==> config.mk <==
export PLATFORM = sky130hd
export DESIGN_NAME = hashed_job_queue_table_core_flat
export DESIGN_NICKNAME = d
export VERILOG_FILES = /design/src/rtl/hjq_pkg.sv /design/src/rtl/hjq_if.sv /design/src/rtl/hjq_ram.sv /design/src/rtl/hashed_job_queue_table_core.sv /design/src/flat_wrapper.sv
export SDC_FILE = /design/constraint.sdc
export NUM_CORES = 2
export LEC_CHECK = 0
export BUFFER_PORTS_ARGS = -buffer_cell sky130_fd_sc_hd__buf_2
export CORE_MARGIN = 4
export CORE_UTILIZATION = 31
export DETAILED_ROUTE_END_ITERATION = 8
export PLACE_DENSITY = 0.44
export SLEW_MARGIN = 10
export SYNTH_ARGS = -nofsm -noshare
export SYNTH_HDL_FRONTEND = slang
export SYNTH_SLANG_ARGS = --single-unit
==> constraint.sdc <==
create_clock -name clk_i -period 5 [get_ports clk_i]
set_input_delay 0.5 -clock clk_i [delete_from_list [all_inputs] [get_ports clk_i]]
set_output_delay 0.5 -clock clk_i [all_outputs]
set_load 0.01 [all_outputs]
==> src/rtl/hjq_pkg.sv <==
package hjq_pkg;

  localparam int unsigned TableSlotsDef = 16;
  localparam int unsigned MaxWorkersDef = 4;
  localparam int unsigned KeyW = 32;
  localparam int unsigned ModeW = 3;
  localparam int unsigned StatusW = 4;
  localparam int unsigned LimitW = 3;
  localparam int unsigned HashShift = 10;

  typedef enum logic [ModeW-1:0] {
    MODE_ENQ      = 3'd0,
    MODE_CANCEL   = 3'd1,
    MODE_DISPATCH = 3'd2,
    MODE_FINISH   = 3'd3,
    MODE_COMPLETE = 3'd4
  } mode_e;

  typedef enum logic [StatusW-1:0] {
    ST_QUEUED     = 4'd0,
    ST_CANCELLED  = 4'd1,
    ST_NOT_FOUND  = 4'd2,
    ST_RUNNING    = 4'd3,
    ST_FULL       = 4'd4,
    ST_DISPATCHED = 4'd5,
    ST_EMPTY      = 4'd6,
    ST_RUN_NOW    = 4'd7,
    ST_COMPLETED  = 4'd8
  } status_e;

  typedef enum logic [1:0] {
    PH_FREE    = 2'd0,
    PH_WAIT    = 2'd1,
    PH_HASHED  = 2'd2,
    PH_INLINE  = 2'd3
  } phase_e;

  typedef enum logic [3:0] {
    S_IDLE, S_DECODE, S_WALK, S_UNCHAIN, S_UNLINK, S_ENQ, S_FINISH, S_OUT
  } state_e;

  function automatic logic [KeyW-1:0] hash_fold(input logic [KeyW-1:0] k);
    logic [KeyW-1:0] t;
    t = (k >> HashShift) ^ k;
    return (t >> HashShift) ^ k;
  endfunction

endpackage

==> src/rtl/hjq_if.sv <==
interface hjq_req_if;
  logic        valid;
  logic        ready;
  logic [2:0]  mode;
  logic [31:0] job_key;
  logic [3:0]  slot_id;
  logic [1:0]  worker_id;
  modport source (output valid, mode, job_key, slot_id, worker_id, input ready);
  modport sink (input valid, mode, job_key, slot_id, worker_id, output ready);
endinterface

interface hjq_rsp_if;
  logic        valid;
  logic        ready;
  logic [3:0]  status;
  logic [31:0] out_key;
  logic [3:0]  out_slot;
  logic [4:0]  pending_count;
  logic        start_worker;
  logic [1:0]  worker_index;
  modport source (output valid, status, out_key, out_slot, pending_count, start_worker,
    worker_index, input ready);
  modport sink (input valid, status, out_key, out_slot, pending_count, start_worker,
    worker_index, output ready);
endinterface

==> src/rtl/hjq_ram.sv <==
module hjq_ram #(
  parameter int unsigned Width = 32,
  parameter int unsigned Depth = 16
) (
  input  logic                     clk_i,
  input  logic                     we_i,
  input  logic [$clog2(Depth)-1:0] waddr_i,
  input  logic [Width-1:0]         wdata_i,
  input  logic [$clog2(Depth)-1:0] raddr_i,
  output logic [Width-1:0]         rdata_o
);
  logic [Width-1:0] mem_q [Depth];

  always_ff @(posedge clk_i) begin
    if (we_i) begin
      mem_q[waddr_i] <= wdata_i;
    end
    rdata_o <= mem_q[raddr_i];
  end
endmodule

==> src/rtl/hashed_job_queue_table_core.sv <==
// hashed job queue table
// requests arrive on req (valid/ready) carrying mode, job_key, slot_id and worker_id;
// each transaction gives exactly one response transaction on rsp
// a small sequencer walks hash chains and fifo links; a chain search passes
// through decode and walk for each entry, an unchain pass walks on in unchain;
// link tables sit in flip-flops, keys sit in a registered-read ram
// path from acceptance to response: decode then out for a full enqueue, an
// empty dispatch or an unused mode; enqueue passes through enq, dispatch through
// unlink, complete of a claimed job through finish, complete of a dispatched job
// through unchain and finish; cancel and finish walk the chain and, on a waiting
// match, pass through unchain and unlink (cancel then also through finish)
// throughput: one transaction at a time; req_ready is low while one is in flight
// or while its response waits on rsp
// worker_limit is written through cfg_we_i / cfg_wdata_i; the user must write it
// only while idle, the block itself does not enforce it; reset: all buckets empty,
// free list in slot order, fifo empty, no jobs, all workers idle, worker_limit 1;
// no clearing pass is needed; when the receiver stalls the response is held stable
// in the output register and no new request is taken until it goes
module hashed_job_queue_table_core
  import hjq_pkg::*;
#(
  parameter int unsigned TABLE_SLOTS = TableSlotsDef,
  parameter int unsigned MAX_WORKERS = MaxWorkersDef
) (
  input  logic              clk_i,
  input  logic              rst_ni,
  input  logic              cfg_we_i,
  input  logic [LimitW-1:0] cfg_wdata_i,
  hjq_req_if.sink           req,
  hjq_rsp_if.source         rsp
);
  localparam int unsigned SW = $clog2(TABLE_SLOTS);
  localparam int unsigned PW = SW + 1;   // slot pointer with nil
  localparam logic [PW-1:0] Nil = PW'(TABLE_SLOTS);
  localparam int unsigned CW = $clog2(TABLE_SLOTS + 1);

  // link tables
  logic [PW-1:0] bucket_head_q [TABLE_SLOTS];
  logic [PW-1:0] chain_next_q  [TABLE_SLOTS];
  logic [PW-1:0] fifo_prev_q   [TABLE_SLOTS];
  logic [PW-1:0] fifo_next_q   [TABLE_SLOTS];
  phase_e        phase_q       [TABLE_SLOTS];
  logic [PW-1:0] free_head_q, fifo_head_q, fifo_tail_q;
  logic [CW-1:0] job_total_q;
  logic [MAX_WORKERS-1:0] busy_q;
  logic [LimitW-1:0] limit_q;

  state_e state_q, state_d;
  logic [ModeW-1:0] mode_q;
  logic [KeyW-1:0]  key_q;
  logic [SW-1:0]    bucket_q;
  logic [PW-1:0]    cur_q, prev_q, tgt_q;
  logic [1:0]       wid_q;
  logic [SW-1:0]    sid_q;

  // response register
  logic rsp_valid_q;
  logic [StatusW-1:0] status_q;
  logic [KeyW-1:0] okey_q;
  logic [SW-1:0] oslot_q;
  logic start_q;
  logic [1:0] widx_q;

  // key ram
  logic key_we;
  logic [SW-1:0] key_waddr, key_raddr;
  logic [KeyW-1:0] key_rdata;

  hjq_ram #(.Width(KeyW), .Depth(TABLE_SLOTS)) u_key_ram (
    .clk_i   (clk_i),
    .we_i    (key_we),
    .waddr_i (key_waddr),
    .wdata_i (key_q),
    .raddr_i (key_raddr),
    .rdata_o (key_rdata)
  );

  assign key_we    = (state_q == S_ENQ);
  assign key_waddr = free_head_q[SW-1:0];

  logic accept;
  assign req.ready = (state_q == S_IDLE) && !rsp_valid_q;
  assign accept    = req.valid && req.ready;

  // clamped limit and lowest idle worker, small independent loops
  logic [LimitW-1:0] lim;
  logic [LimitW-1:0] nbusy;
  logic              found_idle;
  logic [1:0]        idle_idx;
  always_comb begin
    lim = limit_q;
    if (lim == '0) lim = LimitW'(1);
    if (32'(lim) > MAX_WORKERS) lim = LimitW'(MAX_WORKERS);
    nbusy = '0;
    found_idle = 1'b0;
    idle_idx = '0;
    for (int i = 0; i < MAX_WORKERS; i++) begin
      if (i < 32'(lim)) begin
        if (busy_q[i]) nbusy = nbusy + LimitW'(1);
        else if (!found_idle) begin
          found_idle = 1'b1;
          idle_idx = 2'(i);
        end
      end
    end
  end

  // key ram read address: while idle the slot the request will look at first,
  // so its key is ready in decode; cur slot otherwise
  always_comb begin
    key_raddr = cur_q[SW-1:0];
    if (state_q == S_IDLE) begin
      if (req.mode == MODE_COMPLETE) key_raddr = req.slot_id[SW-1:0];
      else if (req.mode == MODE_DISPATCH) key_raddr = fifo_head_q[SW-1:0];
      else key_raddr = bucket_head_q[SW'(hash_fold(req.job_key))][SW-1:0];
    end
  end

  // the mode as held
  logic is_cancel, is_finish;
  assign is_cancel = (mode_q == MODE_CANCEL);
  assign is_finish = (mode_q == MODE_FINISH);

  always_comb begin
    state_d = state_q;
    case (state_q)
      S_IDLE:    if (accept) state_d = S_DECODE;
      S_DECODE:  state_d = S_OUT;
      S_WALK:    state_d = S_WALK;
      S_UNCHAIN: state_d = S_UNCHAIN;
      S_UNLINK:  state_d = S_OUT;
      S_ENQ:     state_d = S_OUT;
      S_FINISH:  state_d = S_OUT;
      S_OUT:     state_d = S_IDLE;
      default:   state_d = S_IDLE;
    endcase
  end

  // sequencer: all link updates done here, one step per cycle
  always_ff @(posedge clk_i or negedge rst_ni) begin
    if (!rst_ni) begin
      state_q <= S_IDLE;
      for (int i = 0; i < TABLE_SLOTS; i++) begin
        bucket_head_q[i] <= Nil;
        chain_next_q[i]  <= PW'(i + 1);
        fifo_prev_q[i]   <= Nil;
        fifo_next_q[i]   <= Nil;
        phase_q[i]       <= PH_FREE;
      end
      free_head_q <= '0;
      fifo_head_q <= Nil;
      fifo_tail_q <= Nil;
      job_total_q <= '0;
      busy_q      <= '0;
      limit_q     <= LimitW'(1);
      rsp_valid_q <= 1'b0;
      mode_q <= '0; key_q <= '0; bucket_q <= '0; cur_q <= Nil; prev_q <= Nil;
      tgt_q <= Nil; wid_q <= '0; sid_q <= '0;
      status_q <= '0; okey_q <= '0; oslot_q <= '0; start_q <= 1'b0; widx_q <= '0;
    end else begin
      if (cfg_we_i) limit_q <= cfg_wdata_i;
      if (rsp_valid_q && rsp.ready) rsp_valid_q <= 1'b0;
      case (state_q)
        S_IDLE: begin
          if (accept) begin
            mode_q   <= req.mode;
            key_q    <= req.job_key;
            bucket_q <= SW'(hash_fold(req.job_key));
            sid_q    <= req.slot_id[SW-1:0];
            wid_q    <= req.worker_id;
            state_q  <= S_DECODE;
            status_q <= ST_NOT_FOUND;
            okey_q   <= '0;
            oslot_q  <= '0;
            start_q  <= 1'b0;
            widx_q   <= '0;
            // complete reads the slot key; dispatch reads the head key
            if (req.mode == MODE_COMPLETE) cur_q <= PW'(req.slot_id);
            else if (req.mode == MODE_DISPATCH) cur_q <= fifo_head_q;
            else cur_q <= bucket_head_q[SW'(hash_fold(req.job_key))];
            prev_q <= Nil;
          end
        end
        S_DECODE: begin
          // on entry from idle the key ram holds cur_q's key
          state_q <= S_OUT;
          case (mode_q)
            MODE_ENQ: begin
              if (free_head_q == Nil) status_q <= ST_FULL;
              else state_q <= S_ENQ;
            end
            MODE_CANCEL, MODE_FINISH: begin
              state_q <= S_WALK;
            end
            MODE_DISPATCH: begin
              if (cur_q == Nil) begin
                status_q <= ST_EMPTY;
                if (32'(wid_q) < MAX_WORKERS) busy_q[wid_q] <= 1'b0;
              end else begin
                status_q <= ST_DISPATCHED;
                oslot_q  <= cur_q[SW-1:0];
                tgt_q    <= cur_q;
                phase_q[cur_q[SW-1:0]] <= PH_HASHED;
                if (32'(wid_q) < MAX_WORKERS) busy_q[wid_q] <= 1'b1;
                state_q <= S_UNLINK;
              end
            end
            MODE_COMPLETE: begin
              if (phase_q[sid_q] == PH_HASHED || phase_q[sid_q] == PH_INLINE) begin
                status_q <= ST_COMPLETED;
                okey_q   <= key_rdata;
                oslot_q  <= sid_q;
                tgt_q    <= PW'(sid_q);
                if (phase_q[sid_q] == PH_HASHED) begin
                  bucket_q <= SW'(hash_fold(key_rdata));
                  cur_q    <= bucket_head_q[SW'(hash_fold(key_rdata))];
                  prev_q   <= Nil;
                  state_q  <= S_UNCHAIN;
                end else state_q <= S_FINISH;
              end
            end
            default: ;
          endcase
        end
        S_WALK: begin
          // key_rdata holds key of cur_q
          if (cur_q == Nil) begin
            state_q <= S_OUT;
          end else if (key_rdata == key_q) begin
            okey_q <= key_q;
            if (phase_q[cur_q[SW-1:0]] == PH_WAIT) begin
              tgt_q <= cur_q;
              cur_q <= bucket_head_q[bucket_q];
              prev_q <= Nil;
              state_q <= S_UNCHAIN;
            end else begin
              status_q <= ST_RUNNING;
              state_q <= S_OUT;
            end
          end else begin
            cur_q <= chain_next_q[cur_q[SW-1:0]];
            state_q <= S_DECODE;
          end
        end
        S_UNCHAIN: begin
          if (cur_q == Nil) begin
            state_q <= S_FINISH;
          end else if (cur_q == tgt_q) begin
            if (prev_q == Nil) bucket_head_q[bucket_q] <= chain_next_q[cur_q[SW-1:0]];
            else chain_next_q[prev_q[SW-1:0]] <= chain_next_q[cur_q[SW-1:0]];
            state_q <= (mode_q == MODE_COMPLETE) ? S_FINISH : S_UNLINK;
          end else begin
            prev_q <= cur_q;
            cur_q  <= chain_next_q[cur_q[SW-1:0]];
          end
        end
        S_UNLINK: begin
          if (fifo_prev_q[tgt_q[SW-1:0]] != Nil)
            fifo_next_q[fifo_prev_q[tgt_q[SW-1:0]][SW-1:0]] <= fifo_next_q[tgt_q[SW-1:0]];
          else fifo_head_q <= fifo_next_q[tgt_q[SW-1:0]];
          if (fifo_next_q[tgt_q[SW-1:0]] != Nil)
            fifo_prev_q[fifo_next_q[tgt_q[SW-1:0]][SW-1:0]] <= fifo_prev_q[tgt_q[SW-1:0]];
          else fifo_tail_q <= fifo_prev_q[tgt_q[SW-1:0]];
          if (mode_q == MODE_DISPATCH) begin
            okey_q  <= key_rdata;
            state_q <= S_OUT;
          end else if (is_finish) begin
            phase_q[tgt_q[SW-1:0]] <= PH_INLINE;
            status_q <= ST_RUN_NOW;
            oslot_q  <= tgt_q[SW-1:0];
            state_q  <= S_OUT;
          end else begin
            state_q <= S_FINISH;
          end
        end
        S_FINISH: begin
          // release the target slot
          chain_next_q[tgt_q[SW-1:0]] <= free_head_q;
          free_head_q <= tgt_q;
          phase_q[tgt_q[SW-1:0]] <= PH_FREE;
          if (job_total_q != '0) job_total_q <= job_total_q - CW'(1);
          if (is_cancel) status_q <= ST_CANCELLED;
          state_q <= S_OUT;
        end
        S_ENQ: begin
          free_head_q <= chain_next_q[free_head_q[SW-1:0]];
          phase_q[free_head_q[SW-1:0]] <= PH_WAIT;
          fifo_next_q[free_head_q[SW-1:0]] <= Nil;
          fifo_prev_q[free_head_q[SW-1:0]] <= fifo_tail_q;
          if (fifo_tail_q != Nil) fifo_next_q[fifo_tail_q[SW-1:0]] <= free_head_q;
          else fifo_head_q <= free_head_q;
          fifo_tail_q <= free_head_q;
          chain_next_q[free_head_q[SW-1:0]] <= bucket_head_q[bucket_q];
          bucket_head_q[bucket_q] <= free_head_q;
          job_total_q <= job_total_q + CW'(1);
          status_q <= ST_QUEUED;
          if (found_idle && (CW'(nbusy) < job_total_q + CW'(1))) begin
            busy_q[idle_idx] <= 1'b1;
            start_q <= 1'b1;
            widx_q  <= idle_idx;
          end
          state_q <= S_OUT;
        end
        S_OUT: begin
          rsp_valid_q <= 1'b1;
          state_q <= S_IDLE;
        end
        default: state_q <= S_IDLE;
      endcase
    end
  end

  assign rsp.valid         = rsp_valid_q;
  assign rsp.status        = status_q;
  assign rsp.out_key       = okey_q;
  assign rsp.out_slot      = 4'(oslot_q);
  assign rsp.pending_count = 5'(job_total_q);
  assign rsp.start_worker  = start_q;
  assign rsp.worker_index  = widx_q;

  logic unused_state_d;
  assign unused_state_d = ^state_d;

  a_ready_idle: assert property (@(posedge clk_i) disable iff (!rst_ni)
    req.ready |-> !rsp_valid_q) else $error("ready while response pending");
  a_rsp_hold: assert property (@(posedge clk_i) disable iff (!rst_ni)
    rsp_valid_q && !rsp.ready |=> rsp_valid_q && $stable(status_q))
    else $error("response dropped");
  a_total: assert property (@(posedge clk_i) disable iff (!rst_ni)
    32'(job_total_q) <= TABLE_SLOTS) else $error("job count overflow");
endmodule

==> src/flat_wrapper.sv <==
// flat-port wrapper written by rule: the top's interface ports become plain ports
module hashed_job_queue_table_core_flat import hjq_pkg::*;
#(
  parameter int unsigned TABLE_SLOTS = TableSlotsDef,
  parameter int unsigned MAX_WORKERS = MaxWorkersDef
)
  (clk_i, rst_ni, cfg_we_i, cfg_wdata_i, req_valid, req_mode, req_job_key, req_slot_id, req_worker_id, req_ready, rsp_valid, rsp_status, rsp_out_key, rsp_out_slot, rsp_pending_count, rsp_start_worker, rsp_worker_index, rsp_ready);
  hjq_req_if req_i ();
  hjq_rsp_if rsp_i ();
  input  logic clk_i;
  input  logic rst_ni;
  input  logic cfg_we_i;
  input  logic [LimitW-1:0] cfg_wdata_i;
  input wire logic [$bits(req_i.valid)-1:0] req_valid;
  input wire logic [$bits(req_i.mode)-1:0] req_mode;
  input wire logic [$bits(req_i.job_key)-1:0] req_job_key;
  input wire logic [$bits(req_i.slot_id)-1:0] req_slot_id;
  input wire logic [$bits(req_i.worker_id)-1:0] req_worker_id;
  output wire logic [$bits(req_i.ready)-1:0] req_ready;
  output wire logic [$bits(rsp_i.valid)-1:0] rsp_valid;
  output wire logic [$bits(rsp_i.status)-1:0] rsp_status;
  output wire logic [$bits(rsp_i.out_key)-1:0] rsp_out_key;
  output wire logic [$bits(rsp_i.out_slot)-1:0] rsp_out_slot;
  output wire logic [$bits(rsp_i.pending_count)-1:0] rsp_pending_count;
  output wire logic [$bits(rsp_i.start_worker)-1:0] rsp_start_worker;
  output wire logic [$bits(rsp_i.worker_index)-1:0] rsp_worker_index;
  input wire logic [$bits(rsp_i.ready)-1:0] rsp_ready;
  assign req_i.valid = req_valid;
  assign req_i.mode = req_mode;
  assign req_i.job_key = req_job_key;
  assign req_i.slot_id = req_slot_id;
  assign req_i.worker_id = req_worker_id;
  assign req_ready = req_i.ready;
  assign rsp_valid = rsp_i.valid;
  assign rsp_status = rsp_i.status;
  assign rsp_out_key = rsp_i.out_key;
  assign rsp_out_slot = rsp_i.out_slot;
  assign rsp_pending_count = rsp_i.pending_count;
  assign rsp_start_worker = rsp_i.start_worker;
  assign rsp_worker_index = rsp_i.worker_index;
  assign rsp_i.ready = rsp_ready;
  hashed_job_queue_table_core #(.TABLE_SLOTS(TABLE_SLOTS), .MAX_WORKERS(MAX_WORKERS)) u_core (.clk_i(clk_i), .rst_ni(rst_ni), .cfg_we_i(cfg_we_i), .cfg_wdata_i(cfg_wdata_i), .req(req_i), .rsp(rsp_i));
endmodule
==> key figures <==
Placement
  • Global placer's final weighted congestion: 0.896
  • DPL Wire Length: 122 mm
  • Post-Place Setup Slack: 766 ps
  • Port bufs: 98

Flow run
  • Max-Cap Viols: 0

Pwr
  • LEAKAGE: 22.3 nW
  • Combinational Power Share: 44.2%
  • Worst vdd ir: 0.652 mV
  • Net Sw Frac: 43.6%
  • PD cells: 675 nW/µm²
  • Sequential power share: 33.5%
  • Internal power: 22.5 mW
  • Sw Pwr: 17.4 mW
  • Clock Power Share: 22.4%

Synthesis
  • Top cells by area, synth: edfxtp_1, dfrtp_1, mux4_2, nand2_1, mux2i_1
  • Post-synth EDFFs: 512
  • Number of distinct library cells after synthesis: 77
  • Main flop type after synthesis: edfxtp_1
  • Yosys warnings: 0
  • Synth Area per Inst: 11.3 µm²
  • Sequential area share after synthesis: 55.6%
  • Post-Syn Area: 50900 µm²
  • Async set-reset flop share out of synthesis: 47.2%
  • Syn nets: 4551
  • Synth area leader: edfxtp_1
  • Commonest cells in the netlist: nand2_1, edfxtp_1, dfrtp_1
  • Most frequent cell after synthesis: nand2_1
  • Post-synth top area share: 30.2%
  • Mapped Cells: 4494
  • FF+latch count, synth: 1030

Critical path
  • R2R setup slack: 810 ps
  • Worst setup EP type: flip-flop
  • Worst R2R Path Depth: 15
  • RR Startpoint: u_core.limit_q[2]
  • Critical path launch point type: flip-flop
  • CP Class: flip-flop to flip-flop
  • Req. time, crit path: 5590 ps
  • CP Data Arrival Time: 4780 ps
  • Critical path fanouts, max: 9

Layout
  • Fin nets: 4671
  • Fillers: 16100
  • Register Area: 28300 µm²
  • Share of cells above drive strength 1: 17.7%
  • Multi-input combinational cell area: 21400 µm²
  • Layout area overhead: 16.2%
  • Antenna cells: 0

Route
  • Via/cell ratio: 5.63
  • Post-route DRC: 0
  • DR vias: 38800
  • Final WL: 191 mm
  • Post-route ant nets: 0
  • Drt wl/cell: 27.6 µm
  • Router iterations before antenna repair: 6
  • Starting DRT DRC Count: 3534

STA
  • Max-slew headroom: 10.2%
  • Tcrit/Tclk final: 83.7%
  • # setup viols final: 0
  • Hold Worst Slack: 41.8 ps
  • Final Max Tran Viols: 0
  • RSZ-0062 raised after global routing: no
  • Final worst setup slack: 814 ps
  • Clk_skew: 95.5 ps
  • Max Fclk: 239 MHz
  • Minimum clock period: 4190 ps
  • Worst-Margin Slew: 1340 ps
  • Setup TNS: 0 ps
  • Final hold vios: 0

Clock tree
  • H-Tree Depth: 3
  • Clock-pin slew on the worst setup and hold paths: 60 ps
  • CTS root buffer: clkbuf_16
  • Worst-Skew Late Latency: 780 ps
  • # resized after CTS: 0
  • CTS buffer count: 119
  • Clock tree from TritonCTS: yes
  • Postcts setup bufs: 0
  • CTS Buffer Depth: 3
  • Clock sink total: 1030

Floorplan
  • Die Y: 413 µm
  • Die width: 413 µm
  • Starting Density: 31.2%
  • Number of core rows: 148
  • Number of top-level pins: 99
  • Die ar.: 171000 µm²
  • Core Region: 163000 µm²

GRT
  • Largest net degree at the start of global routing: 119
  • Aggregate global-route resource usage: 21.9%
  • First-pass GRT wire length: 277 mm
  • Vias in the first global route: 38200
  • GRT overflow: 0
  • Antenna violations before repair: 2

Min path
  • Worst hold stages: 3
  • Hold_sp: req_job_key[27]
  • WHS Endpoint: u_core.key_q[27]
  • Worst hold path class: input pin to flip-flop

Status
  • Status: completed
## cells in the final DEF, fill, tap and decap left out, types with 21 or more instances in the layout
master           n
a21oi_1        343
o21ai_0        254
clkbuf_16      120
a22o_1          42
edfxtp_1       512
mux2i_1        239
a221oi_1        49
buf_12          30
o221ai_1        43
nor3_1          47
nand2b_1        37
buf_2           97
dlygate4sd3_1   42
o22ai_1         49
clkbuf_1        52
a31oi_1         41
dfxtp_1         32
dfrtp_1        391
buf_4          141
xnor2_1         43
nand3_1        131
a32oi_1         33
inv_1           42
nor2b_1         36
nor2_1         351
mux2_2          55
a221o_1         65
and2_1          21
nand2_1        685
mux4_2         167
nor2_4          24
dfstp_2         87
a22oi_1        136
## logic make-up after synthesis
group                    after synthesis  share of synthesized area [%]
AND/OR/NAND/NOR                     1425                           12.1
AO/OA/AOI/OAI                       1158                           14.9
flip-flops                          1030                           55.6
multiplexers                         461                           13.3
buffers and inverters                354                           2.91
XOR/XNOR                              58                           1.11
adder cells (fa/ha/maj)                8                          0.197
## timing repair
| item | 4_1_cts | 5_1_grt |
|---|---|---|
| hold endpoints to repair | 101 | 0 |
| hold buffers | 42 | 0 |
| setup endpoints to repair | 0 | 0 |
## through the flow
stage | area (µm²) | cells | power, mW | utilization, %
6_report | 59100 | 6896 | 39.9 | 36.3
3_3_place_gp | 54700 | 6626 | 30.9 | 33.6
2_1_floorplan | 50900 | 4494 | 23.7 | -
5_1_grt | 59100 | 6896 | 42.0 | 36.3
4_1_cts | 59100 | 6896 | 40.1 | 36.3
3_5_place_dp | 54700 | 6626 | 31.0 | 33.6
## flip-flops by register name, summed over array words and instances, names as in the netlist, 32 cells and up, named ones only
signal	count
u_core.chain_next_q	80
u_core.u_key_ram.mem_q	512
u_core.bucket_head_q	80
u_core.fifo_prev_q	80
u_core.rsp.out_key	32
u_core.fifo_next_q	80
u_core.u_key_ram.rdata_o	32
u_core.key_q	32
u_core.phase_q	32
## how the worst max path moves through the flow
stage / from / end / cells past startpoint
5_1_grt: u_core.limit_q[1] / flip-flop / 15
3_5_place_dp: req_job_key[13] / u_core.u_key_ram.rdata_o[9] / 13
3_3_place_gp: req_job_key[13] / u_core.u_key_ram.rdata_o[9] / 13
4_1_cts: u_core.limit_q[2] / flip-flop / 15
2_1_floorplan: u_core.limit_q[2] / flip-flop / 16
6_report: u_core.limit_q[2] / flip-flop / 15
## layer usage
metal	global-route usage, %	wire (µm)
met1	31.1	85400
met2	34.6	87900
met3	3.01	11200
met4	7.31	6160
met5	0	0
## worst max-delay path: stages, from the launching register on
cell      delay, ps
dfrtp_1         470
nor2_1          310
mux2_2          380
ha_1            270
nor2_1           40
a221oi_1        320
ha_1            290
mux2_2          290
ha_1            290
inv_1            50
a31oi_1          40
o21ai_0         160
a21oi_1         110
o21ai_0         550
and2_1          320
a41oi_1         140
## cell type report
cell class	instances	share of cell area [%]
sequential	1030	47.9
inverter	42	0.267
timing repair buffer	311	4.36
tap	2175	4.60
clock buffer	192	5.87
multi-input combinational	3110	36.2
clock inverter	36	0.865
## power by group through the flow
| stage | Combinational [mW] | Clock [mW] | Sequential [mW] |
|---|---|---|---|
| 4_1_cts | 17.6 | 9.13 | 13.3 |
| 6_report | 17.6 | 8.93 | 13.4 |
| 5_1_grt | 19.0 | 9.50 | 13.5 |
| 3_5_place_dp | 17.5 | 0 | 13.5 |
| 2_1_floorplan | 11.2 | 0 | 12.5 |
| 3_3_place_gp | 17.5 | 0 | 13.5 |
(Power assumes the default switching activity.)
